### config.mk
export PLATFORM = sky130hd
export DESIGN_NAME = prc_front
export DESIGN_NICKNAME = d
export VERILOG_FILES = /design/src/design/prc_pkg.sv /design/src/design/prc_front.sv
export SDC_FILE = /design/constraint.sdc
export NUM_CORES = 1
export LEC_CHECK = 0
export ABC_AREA = 1
export ABC_CLOCK_PERIOD_IN_PS = 2400
export BUFFER_PORTS_ARGS = -buffer_cell sky130_fd_sc_hd__buf_2
export CAP_MARGIN = 20
export CORE_ASPECT_RATIO = 1.75
export CORE_MARGIN = 2
export CORE_UTILIZATION = 35
export CTS_CLUSTER_DIAMETER = 150
export CTS_CLUSTER_SIZE = 24
export DETAILED_ROUTE_END_ITERATION = 10
export PLACE_DENSITY = 0.51
export SLEW_MARGIN = 20
export SYNTH_ARGS = -nofsm -noshare
export SYNTH_HDL_FRONTEND = slang
export SYNTH_SLANG_ARGS = --single-unit
### constraint.sdc
create_clock -name clk -period 2.4 [get_ports clk]
set_input_delay 0.12 -clock clk [delete_from_list [all_inputs] [get_ports clk]]
set_output_delay 0.12 -clock clk [all_outputs]
set_load 0.1 [all_outputs]
### src/design/prc_pkg.sv
// Shared types, constants and angle table for the polar/rectangular converter.
package prc_pkg;

    localparam int DATA_W      = 16;                   // coordinate / angle input width
    localparam int GUARD_W     = 16;                   // fraction bits inside the datapath
    localparam int ITERS       = 16;                   // CORDIC micro-rotations
    localparam int ANG_W       = 32;                   // angle accumulator, full turn wraps
    localparam int CW          = DATA_W + GUARD_W + 2; // datapath width, room for growth
    localparam int OUT_W       = DATA_W + 1;
    localparam int GAIN_W      = 31;
    localparam int PROD_W      = DATA_W + GAIN_W;
    localparam int PRE_SH      = 30 - GUARD_W;
    localparam int IDX_W       = 5;
    localparam int TDATA_IN_W  = ((2 * DATA_W + 7) / 8) * 8;
    localparam int TDATA_OUT_W = ((2 * OUT_W + 7) / 8) * 8;

    // 1/K, the CORDIC gain correction, in Q30
    localparam logic signed [GAIN_W-1:0] GAIN = GAIN_W'(652032874);

    localparam logic [ANG_W-1:0] ANG_HALF = {1'b1, {(ANG_W-1){1'b0}}};

    // round(atan(2^-i) * 2^32 / (2*pi))
    localparam logic [ANG_W-1:0] ATAN_LUT [32] = '{
        32'd536870912, 32'd316933406, 32'd167458907, 32'd85004756,
        32'd42667331,  32'd21354465,  32'd10680094,  32'd5340245,
        32'd2670163,   32'd1335087,   32'd667544,    32'd333772,
        32'd166886,    32'd83443,     32'd41722,     32'd20861,
        32'd10430,     32'd5215,      32'd2608,      32'd1304,
        32'd652,       32'd326,       32'd163,       32'd81,
        32'd41,        32'd20,        32'd10,        32'd5,
        32'd3,         32'd1,         32'd1,         32'd0
    };

    typedef enum logic {
        FUNC_TO_POLAR = 1'b0,
        FUNC_TO_RECT  = 1'b1
    } func_t;

    // word after the gain multiply
    typedef struct packed {
        logic                       vld;
        func_t                      func;
        logic                       origin;
        logic signed [PROD_W-1:0]   pa;
        logic signed [PROD_W-1:0]   pb;
        logic        [DATA_W-1:0]   ang;
    } prc_pre_t;

    // word travelling through the rotation stages
    typedef struct packed {
        logic                       vld;
        func_t                      func;
        logic                       origin;
        logic signed [CW-1:0]       x;
        logic signed [CW-1:0]       y;
        logic        [ANG_W-1:0]    z;
    } prc_word_t;

endpackage

### src/design/prc_front.sv
// Front end: gain premultiply, then quadrant fold into the CORDIC start vector.
module prc_front (
    input  logic                               clk,
    input  logic                               rst_n,
    input  logic                               in_vld,
    input  prc_pkg::func_t                     func,
    input  logic signed [prc_pkg::DATA_W-1:0]  a,
    input  logic signed [prc_pkg::DATA_W-1:0]  b,
    input  logic                               ld_mul,
    input  logic                               ld_rot,
    output prc_pkg::prc_pre_t                  mul,
    output prc_pkg::prc_word_t                 rot
);
    import prc_pkg::*;

    prc_pre_t  mul_reg, mul_next;
    prc_word_t rot_reg, rot_next;

    logic signed [CW-1:0]    xs;
    logic signed [CW-1:0]    ys;
    logic        [ANG_W-1:0] zin;

    // stage 1: scale both inputs by 1/K
    always_comb
    begin
        mul_next        = mul_reg;
        mul_next.vld    = in_vld;
        mul_next.func   = func;
        mul_next.origin = (func == FUNC_TO_POLAR) && (a == '0) && (b == '0);
        mul_next.pa     = PROD_W'(a) * PROD_W'(GAIN);
        mul_next.pb     = PROD_W'(b) * PROD_W'(GAIN);
        mul_next.ang    = b;
    end

    // stage 2: drop to GUARD_W fraction bits, fold into the right half plane
    always_comb
    begin
        xs              = CW'(mul_reg.pa >>> PRE_SH);
        ys              = CW'(mul_reg.pb >>> PRE_SH);
        zin             = {mul_reg.ang, {(ANG_W-DATA_W){1'b0}}};
        rot_next        = rot_reg;
        rot_next.vld    = mul_reg.vld;
        rot_next.func   = mul_reg.func;
        rot_next.origin = mul_reg.origin;
        if (mul_reg.func == FUNC_TO_POLAR)
        begin
            if (xs[CW-1])
            begin
                rot_next.x = -xs;
                rot_next.y = -ys;
                rot_next.z = ANG_HALF;
            end
            else
            begin
                rot_next.x = xs;
                rot_next.y = ys;
                rot_next.z = '0;
            end
        end
        else
        begin
            rot_next.y = '0;
            // back half turn: rotate by 180 degrees, negate magnitude
            if (zin[ANG_W-1] ^ zin[ANG_W-2])
            begin
                rot_next.x = -xs;
                rot_next.z = zin ^ ANG_HALF;
            end
            else
            begin
                rot_next.x = xs;
                rot_next.z = zin;
            end
        end
    end

    // only the valid bits are reset; data fields just hold
    always_ff @(posedge clk or negedge rst_n)
    begin
        if (!rst_n)
        begin
            mul_reg.vld <= 1'b0;
            rot_reg.vld <= 1'b0;
        end
        else
        begin
            if (ld_mul)
                mul_reg <= mul_next;
            if (ld_rot)
                rot_reg <= rot_next;
        end
    end

    assign mul = mul_reg;
    assign rot = rot_reg;

endmodule

==> flow_summary.json <==
{
  "coreArea_um2": 77500,
  "worstRegToRegCells": 12,
  "synth.avg_cell_area_um2": 8.42,
  "ant_nets": 0,
  "area_growth_pct": 43.3,
  "dp_hpwl_mm": 87.7,
  "grt_first_pass_wirelength_mm": 147,
  "hold_depth": 2,
  "highest_layer": "met5",
  "dp.cells": 4960,
  "slew_violations": 0,
  "yosys.area.top_type": "fa_1",
  "rr_endpoint": "rot[98]",
  "io-pin-count": 254,
  "met3WireLength_mm": 2.81,
  "r2r_slack_ps": 170,
  "firstDrtPassIters": 5,
  "vias": 23636,
  "instances_no_fill": 5099,
  "synthesis.area_um2": 27400,
  "via_per_inst": 4.64,
  "clk_pin_slew_ps": 90,
  "timing.final.ws_setup_ps": -2180,
  "hold_viol_final": 0,
  "grt_max_degree": 109,
  "hold_end": "mul[65]",
  "synthArstFlopShare_pct": 1.02,
  "cp_slowest_cell": "fa_2",
  "synth.yosys.seq_area_share_pct": 21.4,
  "status": "finished with violations",
  "fmax_ghz": 0.218,
  "synthTopCellsByCount": "inv_1 (940), nand2_1 (691), fa_1 (352), ha_1 (348), nor2_1 (214)",
  "hold_class": "in2reg",
  "cp.required_ps": 2680,
  "synth_edf_count": 194,
  "pre_cts_ws_ps": -3070,
  "worst_setup_path_start_kind": "primary input",
  "violations": "negative setup slack",
  "first_iter_violations": 978,
  "placementRows": 135,
  "die_area_um2": 80800,
  "die_w_um": 216,
  "drive_gt1_share_pct": 39.9,
  "gp_congestion": 0.973,
  "post-route-period-util_pct": 191,
  "crit_type": "in2reg",
  "crit_path_frequent_cell": "fa_1",
  "dr_wl_met2_mm": 59.9,
  "clockBufferDepth": 2,
  "m1WireLength_mm": 30.2,
  "num-fill-cells": 7359,
  "ys_top_cells_by_area": "fa_1 (26%), edfxtp_1 (21%), ha_1 (16%)",
  "grt.overflow.total": 0,
  "seq_area_um2": 5880,
  "ys_ff_latch": 196,
  "tritoncts": "done",
  "initial_utilization_pct": 35.4,
  "cts_max_level": 4,
  "drcViolationCount": 0,
  "syn_inst": 3258,
  "ys_types": 49,
  "hp-start": "a[1]",
  "cp_max_fo": 5,
  "path_cells": "buf_12 > fa_1 > inv_1 > fa_1 > inv_2 > fa_1 > fa_1 > inv_2 > fa_1 > inv_2 > fa_2 > ha_4 > buf_12 > nand2_8 > inv_4 > a21oi_4 > nor2_2 > nor2_2 > nand2_4 > nand2_2 > nand2_1 > nand2_1 > nand2_1",
  "wirelength_mm": 101,
  "crit_path_end_kind": "flip-flop",
  "fp.dieH_um": 374,
  "synth_ff_type": "edfxtp_1",
  "numClockSinks": 196,
  "yosysTopAreaCellShare_pct": 25.7,
  "wire_per_inst_um": 19.8,
  "cts_root_buf": "clkbuf_16",
  "slowest_delay_ps": 580,
  "first_global_vias": 25154,
  "period_needed_ps": 4580,
  "port_buffers": 235,
  "worstMarginPinSlew_ps": 735,
  "relSlewSlack_pct": 51.0,
  "layout.nets": 4796,
  "grtUsageTotal_pct": 25.1,
  "finalSetupViolCount": 78,
  "holdWs_ps": 19.2,
  "antenna_found_initial": 4,
  "worst_ep_arrival_time_ps": 4860,
  "max_cap_violations": 0,
  "r2r_start": "mul[78]",
  "skew_ps": 21.3,
  "yosysMostFrequentCell": "inv_1",
  "rsz0062_at_grt": "true",
  "clock_latency_ps": 530,
  "multi_input_area_um2": 21700,
  "synth_warnings": 0,
  "largest_reg_flops": 109,
  "cts_inserted_buffers": 17
}
==> layout by cell type, fill, tap and decap left out, types with 16 or more instances in the layout <==
master / count
buf_6: 91
a21oi_4: 16
nand3_1: 58
buf_4: 454
nand2_1: 448
fa_2: 49
a21oi_1: 57
nor2_2: 32
nand3_2: 35
inv_1: 786
conb_1: 18
dlygate4sd3_1: 19
buf_12: 17
o21ai_0: 41
nand2_4: 86
edfxtp_1: 194
a21oi_2: 26
buf_2: 209
nand2_2: 165
fa_1: 303
ha_1: 242
ha_4: 100
nand4_1: 16
nor3_1: 16
nand3_4: 16
nor2_1: 161
inv_2: 128
inv_4: 22
nor2_4: 48
xor2_1: 43
clkbuf_16: 17
==> stage by stage <==
stage	util, %	setup TNS [ps]	cell area, um2
after floorplan	-	-147310	28600
after global placement	44.4	-207420	34400
after detailed placement	44.4	-207480	34400
after CTS	48.7	-142970	37800
after global routing	50.7	-154070	39300
final	50.7	-146370	39300
==> critical path: cells and delay by family <==
kind	cells	cell delay (ps)
and+or+nand+nor	8	680
AOI/OAI and AO/OA	1	160
adders and majority gates	7	3400
buffers and inverters	7	500
==> cell families after synthesis <==
kind of cell | after synthesis | share of synthesized area [%]
AOI/OAI and AO/OA | 173 | 3.43
xor gates and xnor gates | 74 | 2.36
buffers and inverters | 983 | 13.8
adders and majority gates | 700 | 41.5
other | 1 | 0.0137
DFF | 196 | 21.4
and+or+nand+nor | 1131 | 17.4
==> what timing repair did <==
action,in CTS,in global routing
hold buffers,19,0
resized for setup,577,351
buffers inserted,61,51
endpoints found under the hold margin,19,0
endpoints found under the setup margin,80,81
pin swaps,339,319
==> how the worst max path moves through the flow <==
stage | from | slack, ps | endpoint | depth (start not counted)
after CTS | b[5] | -2090 | mul[47] | 23
after detailed placement | b[10] | -3070 | mul[39] | 22
after global placement | b[10] | -3030 | mul[39] | 22
final | b[4] | -2180 | mul[55] | 23
after floorplan | b[6] | -2150 | mul[57] | 20
after global routing | b[4] | -2320 | mul[55] | 23
==> cell type report <==
type	count	area share (%)
flip-flops and latches	196	14.9
well taps	1027	3.27
inverters	946	9.29
diodes	2	0.0127
multi-input cells	2096	55.3
repair buffers	801	15.7
clock buffers	17	1.08
clock inverters	14	0.461
==> per-layer routing <==
metal  track usage [%]  vias to the layer above
met2              51.9                      500
li1                  -                    11355
met1              21.3                    11492
met3              3.42                      285
met4              16.8                        4
met5                 0                        -
Power is not shown: default switching activity piles up to over one toggle a cycle in this logic, so the estimate is an artifact.
