[src/design/prc_pkg.sv]
// Shared types, constants and angle table for the polar/rectangular converter.
package prc_pkg;

    localparam int DATA_W      = 16;                   // coordinate / angle input width
    localparam int GUARD_W     = 16;                   // fraction bits inside the datapath
    localparam int ITERS       = 16;                   // CORDIC micro-rotations
    localparam int ANG_W       = 32;                   // angle accumulator, full turn wraps
    localparam int CW          = DATA_W + GUARD_W + 2; // datapath width, room for growth
    localparam int OUT_W       = DATA_W + 1;
    localparam int GAIN_W      = 31;
    localparam int PROD_W      = DATA_W + GAIN_W;
    localparam int PRE_SH      = 30 - GUARD_W;
    localparam int IDX_W       = 5;
    localparam int TDATA_IN_W  = ((2 * DATA_W + 7) / 8) * 8;
    localparam int TDATA_OUT_W = ((2 * OUT_W + 7) / 8) * 8;

    // 1/K, the CORDIC gain correction, in Q30
    localparam logic signed [GAIN_W-1:0] GAIN = GAIN_W'(652032874);

    localparam logic [ANG_W-1:0] ANG_HALF = {1'b1, {(ANG_W-1){1'b0}}};

    // round(atan(2^-i) * 2^32 / (2*pi))
    localparam logic [ANG_W-1:0] ATAN_LUT [32] = '{
        32'd536870912, 32'd316933406, 32'd167458907, 32'd85004756,
        32'd42667331,  32'd21354465,  32'd10680094,  32'd5340245,
        32'd2670163,   32'd1335087,   32'd667544,    32'd333772,
        32'd166886,    32'd83443,     32'd41722,     32'd20861,
        32'd10430,     32'd5215,      32'd2608,      32'd1304,
        32'd652,       32'd326,       32'd163,       32'd81,
        32'd41,        32'd20,        32'd10,        32'd5,
        32'd3,         32'd1,         32'd1,         32'd0
    };

    typedef enum logic {
        FUNC_TO_POLAR = 1'b0,
        FUNC_TO_RECT  = 1'b1
    } func_t;

    // word after the gain multiply
    typedef struct packed {
        logic                       vld;
        func_t                      func;
        logic                       origin;
        logic signed [PROD_W-1:0]   pa;
        logic signed [PROD_W-1:0]   pb;
        logic        [DATA_W-1:0]   ang;
    } prc_pre_t;

    // word travelling through the rotation stages
    typedef struct packed {
        logic                       vld;
        func_t                      func;
        logic                       origin;
        logic signed [CW-1:0]       x;
        logic signed [CW-1:0]       y;
        logic        [ANG_W-1:0]    z;
    } prc_word_t;

endpackage

[src/design/prc_back.sv]
// Output stage: round, saturate, pick the result fields, hold the output word.
module prc_back (
    input  logic                                  clk,
    input  logic                                  rst_n,
    input  logic                                  ld,
    input  prc_pkg::prc_word_t                    d,
    output logic                                  out_vld,
    output logic signed [prc_pkg::OUT_W-1:0]      res_a,
    output logic signed [prc_pkg::OUT_W-1:0]      res_b
);
    import prc_pkg::*;

    localparam logic signed [CW-1:0]    C_HI    = CW'(2**DATA_W - 1);
    localparam logic signed [CW-1:0]    C_LO    = -C_HI - CW'(1);
    localparam logic signed [CW-1:0]    C_RND   = CW'(2**(GUARD_W-1));
    localparam logic        [ANG_W-1:0] ANG_RND = ANG_W'(2**(ANG_W-DATA_W-1));

    function automatic logic signed [OUT_W-1:0] sat_coord(input logic signed [CW-1:0] v);
        logic signed [CW-1:0] r;
        r = (v + C_RND) >>> GUARD_W;
        if (r > C_HI)
            r = C_HI;
        else if (r < C_LO)
            r = C_LO;
        return r[OUT_W-1:0];
    endfunction

    logic                        vld_reg;
    logic signed [OUT_W-1:0]     a_reg, a_next;
    logic signed [OUT_W-1:0]     b_reg, b_next;
    logic        [ANG_W-1:0]     zr;
    logic signed [DATA_W-1:0]    ang;

    always_comb
    begin
        zr  = d.z + ANG_RND;
        ang = zr[ANG_W-1 -: DATA_W];
        if (d.func == FUNC_TO_POLAR)
        begin
            a_next = d.origin ? '0 : sat_coord(d.x);
            b_next = d.origin ? '0 : OUT_W'(ang);
        end
        else
        begin
            a_next = sat_coord(d.x);
            b_next = sat_coord(d.y);
        end
    end

    always_ff @(posedge clk or negedge rst_n)
    begin
        if (!rst_n)
            vld_reg <= 1'b0;
        else if (ld)
            vld_reg <= d.vld;
    end

    always_ff @(posedge clk)
    begin
        if (ld)
        begin
            a_reg <= a_next;
            b_reg <= b_next;
        end
    end

    assign out_vld = vld_reg;
    assign res_a   = a_reg;
    assign res_b   = b_reg;

endmodule

[config.mk]
export PLATFORM = sky130hd
export DESIGN_NAME = prc_back
export DESIGN_NICKNAME = d
export VERILOG_FILES = /design/src/design/prc_pkg.sv /design/src/design/prc_back.sv
export SDC_FILE = /design/constraint.sdc
export NUM_CORES = 1
export LEC_CHECK = 0
export BUFFER_PORTS_ARGS = -buffer_cell sky130_fd_sc_hd__buf_4
export CORE_MARGIN = 2
export CORE_UTILIZATION = 49
export CTS_CLUSTER_DIAMETER = 50
export CTS_CLUSTER_SIZE = 28
export DETAILED_ROUTE_END_ITERATION = 8
export GPL_TIMING_DRIVEN = 0
export PLACE_DENSITY = 0.94
export SETUP_SLACK_MARGIN = 0.05
export SYNTH_ARGS = -nofsm -noshare
export SYNTH_HDL_FRONTEND = slang
export SYNTH_SLANG_ARGS = --single-unit
[constraint.sdc]
create_clock -name clk -period 2.5 [get_ports clk]
set_clock_uncertainty 0.1 [all_clocks]
set_input_delay 0.125 -clock clk [delete_from_list [all_inputs] [get_ports clk]]
set_output_delay 0.125 -clock clk [all_outputs]
set_load 0.005 [all_outputs]
==> summary.md <==
| Metric | Value |
|---|---|
| Met3 WL post-DR | approximately 460 µm |
| Area fraction of the dominant cell type after synthesis | 0.383 |
| Net switching power | roughly 420 µW |
| Post-synth design cell area | 2670 µm² |
| Main flop type after synthesis | edfxtp_1 |
| FP Rows | 26 |
| Aggregate negative setup slack | 0 ns |
| Startpoint of the lowest-slack register-to-register path | out_vld$_DFFE_PN0P_ |
| Finished Layout Cells | ~440 |
| Clock Tree Root | clkbuf_8 |
| Clock-pin slew on the worst setup and hold paths | ~0.070 ns |
| Number of sinks handled by clock tree synthesis | 35 |
| Most common cell after layout, fill and taps aside | buf_4 |
| Final routed wire length divided by cell count | 16.1 µm |
| Initial cell density of the core | 0.516 |
| Fin. max-slew vios | 0 |
| Number of distinct library cell variants in the gate-level netlist after synthesis | 53 |
| Clock buffer depth | 2 |
| Maximum number of pins on one net before global-route repair | 36 |
| Critical path capture point type | register |
| Register bit count reported by yosys | 35 |
| Post-DRT Antenna Nets | 0 |
| Fraction of the cycle the final worst path needs | 0.824 |
| Final critical-path required period | a little over 2 ns |
| Inserted Diodes | 0 |
| Uppermost layer routed | met4 |
| Post-route DRC violation count | 0 |
| Headroom to the max-slew limit | 0.641 |
| Fraction of final layout cells with drive strength greater than 1 | 0.362 |
| Crit path launch type | primary input |
| Cells after Synth | approximately 260 |
| Global route overflow | 0 |
| HPWL after DPL | 5460 µm |
| Clk pwr share | 0.306 |
| Post-DP Area | roughly 3500 µm² |
| Peak fanout along the critical path | 10 |
| Synth-to-layout area growth | 34.2% |
| MaxCap Viol Count | 0 |
| Wire length after detailed routing | 7000 µm |
| Design area | roughly 3600 µm² |
| Critical Setup Path Class | in -> reg |
| Number of gates resized after CTS | 0 |
| Switch share | 0.256 |
| VDD IR-drop max | between 0.4 and 0.5 mV |
| Share of power burned in registers | 0.447 |
| Worst-Margin Slew | roughly 0.53 ns |
| Via total after detailed routing | around 2,500 |
| Post-synth EDFFs | 34 |
| Internal power consumption | ~1200 µW |
| Top Ports | 141 |
| Number of input and output port buffers inserted | 93 |
| Static Leakage | around 0.0013 µW |
| Wire length on met1 | a little under 3000 µm |
| Detailed Route Iter0 Violations | approximately 330 |
| Floorplan core area | around 5200 µm² |
| Placed Cells incl. Taps | between 400 and 500 |
| Async set-or-reset flop fraction in the synthesized netlist | 0.0286 |
| Via count of the first global-routing pass | about 2,300 |
| Cts hold-fix bufs | 2 |
| Most repeated library cell on the critical path | buf_4 |
| Clock tree from TritonCTS | done |
| First-pass iteration count of the detailed router | 5 |
| Post-Syn Area per Cell | 10.2 µm² |
| CTS HTree Levels | 2 |
| Largest stage delay on the critical path | approximately 0.52 ns |
| Hold/Removal Path Class | in -> async |
| Yosys Warn Count | 0 |
| Latest clock arrival within the worst-skew pair | roughly 0.28 ns |
| Total power divided by cell area | approximately 460 nW/µm² |
| Total track usage | 0.234 |
| Die Y-Extent | 77.8 µm |
| RePlAce Congestion | about 0.95 |
| Global-route wire length before repair | 11,200 µm |
| Final design utilization | 0.693 |
| Final count of negative-setup-slack endpoints | 0 |
| Num CTS Buffers | 5 |
| Die outline area | around 6000 µm² |
| Net count reported at finish | around 470 |
| Max Freq | ~0.49 GHz |
| Routed length on met2 | 3450 µm |
| Cells taking the most area after synthesis | edfxtp_1 38%, xnor2_1 8.9%, xor2_1 6.9% |
| Final hold violations | 0 |
| Cell taking the most area after synthesis | edfxtp_1 |
| Number of vias per cell after detailed routing | about 5.7 |
| Count of buffers added by post-CTS timing repair for setup | 0 |
| Part of the Yosys area used for sequential elements | 0.392 |
| Most used cells in the layout excluding fill and tap cells | 95 x buf_4, 34 x edfxtp_1, 27 x xnor2_1, 21 x xor2_1, 20 x nand3_1 |
| Critical Path Start | d[81] |
| Result of the run | finished clean |
| Data arrival at the endpoint of the critical path | 1.97 ns |
| Worst-path cell chain | buf_4 -> ha_1 -> and4_1 -> clkbuf_2 -> xnor2_1 -> or4b_1 -> o211ai_2 -> buf_4 -> o21ai_0 |
| Die extent in x | roughly 78 µm |
| Number of antenna violations at the first check in global routing | 0 |
| Data required, critical path | around 2.4 ns |
| Slowest cell on the critical path | or4b_1 |
| Unrepaired setup endpoints after global routing | no |
| Gate power share | 0.247 |
| Number of nets produced by synthesis | 371 |
## layer usage
layer	GRT usage	vias to the layer above
met5	0	-
met4	0.0946	0
met3	0.0314	21
met2	0.384	135
met1	0.310	1123
li1	-	1199
## power groups by stage
stage	clock network, µW	registers (µW)	logic (µW)
5_1_grt	521	738	438
3_5_place_dp	0	746	399
6_report	501	733	405
2_1_floorplan	0	753	151
3_3_place_gp	0	745	388
4_1_cts	501	733	403
## cell type report
class / count / area, µm²
plain buffers: 10 / 81.3
clock buffers: 5 / 68.8
clock inverters: 3 / 38.8
fillers: 399 / 1590
inverters: 13 / 48.8
multi-input cells: 204 / 1490
flip-flops and latches: 35 / 1050
well taps: 70 / 87.6
repair buffers: 95 / 718
## worst paths after layout
| path | end | slack (ns) | depth (start not counted) |
|---|---|---|---|
| min in group clk | res_a[16]$_DFFE_PP_ | 0.12 | 3 |
| min reg2reg | out_vld$_DFFE_PN0P_ | 0.43 | 1 |
| max | res_a[11]$_DFFE_PP_ | 0.44 | 9 |
| min | out_vld$_DFFE_PN0P_ | 0.05 | 2 |
| max in group asynchronous | out_vld$_DFFE_PN0P_ | 2.17 | 2 |
| max reg2reg | out_vld$_DFFE_PN0P_ | 1.64 | 1 |
## cells in the mapped netlist (all sizes together), types with 4 or more instances
cell type and count:
inv 13, o21ai 22, a211oi 4, o221ai 15, nand3 20, buf 7
nand2 14, and4 6, nor3 5, xor2 21, nor2 17, and3 4
nand4 14, edfxtp 34, xnor2 27
## per-stage QoR
stage	total power [µW]	hold WS, ns	worst slack (ns)
global placement	1130	-0.200	0.206
CTS	1640	0.0455	0.470
global route	1700	0.0609	0.335
detailed placement	1140	-0.198	0.163
floorplan	904	-0.271	0.468
finish	1640	0.0520	0.441
## sequential cells by signal, indices dropped and copies added, names as in the netlist
| name | count |
|---|---|
| res_a | 17 |
| res_b | 17 |
| out_vld | 1 |
## cells by family after synthesis
family	after synthesis	share of synthesized area
simple gates	97	0.213
compound gates	55	0.170
xor+xnor	48	0.158
flops	35	0.392
buf+inv	23	0.0488
fa+ha+maj	3	0.0141
mux	1	0.00422
## critical path, delay by kind of cell
| kind | cells | cell delay [ns] |
|---|---|---|
| simple gates | 2 | 0.72 |
| compound gates | 2 | 0.28 |
| fa+ha+maj | 1 | 0.22 |
| xor+xnor | 1 | 0.14 |
| buf+inv | 3 | 0.48 |
No activity file was read; power rests on OpenSTA's default activity.
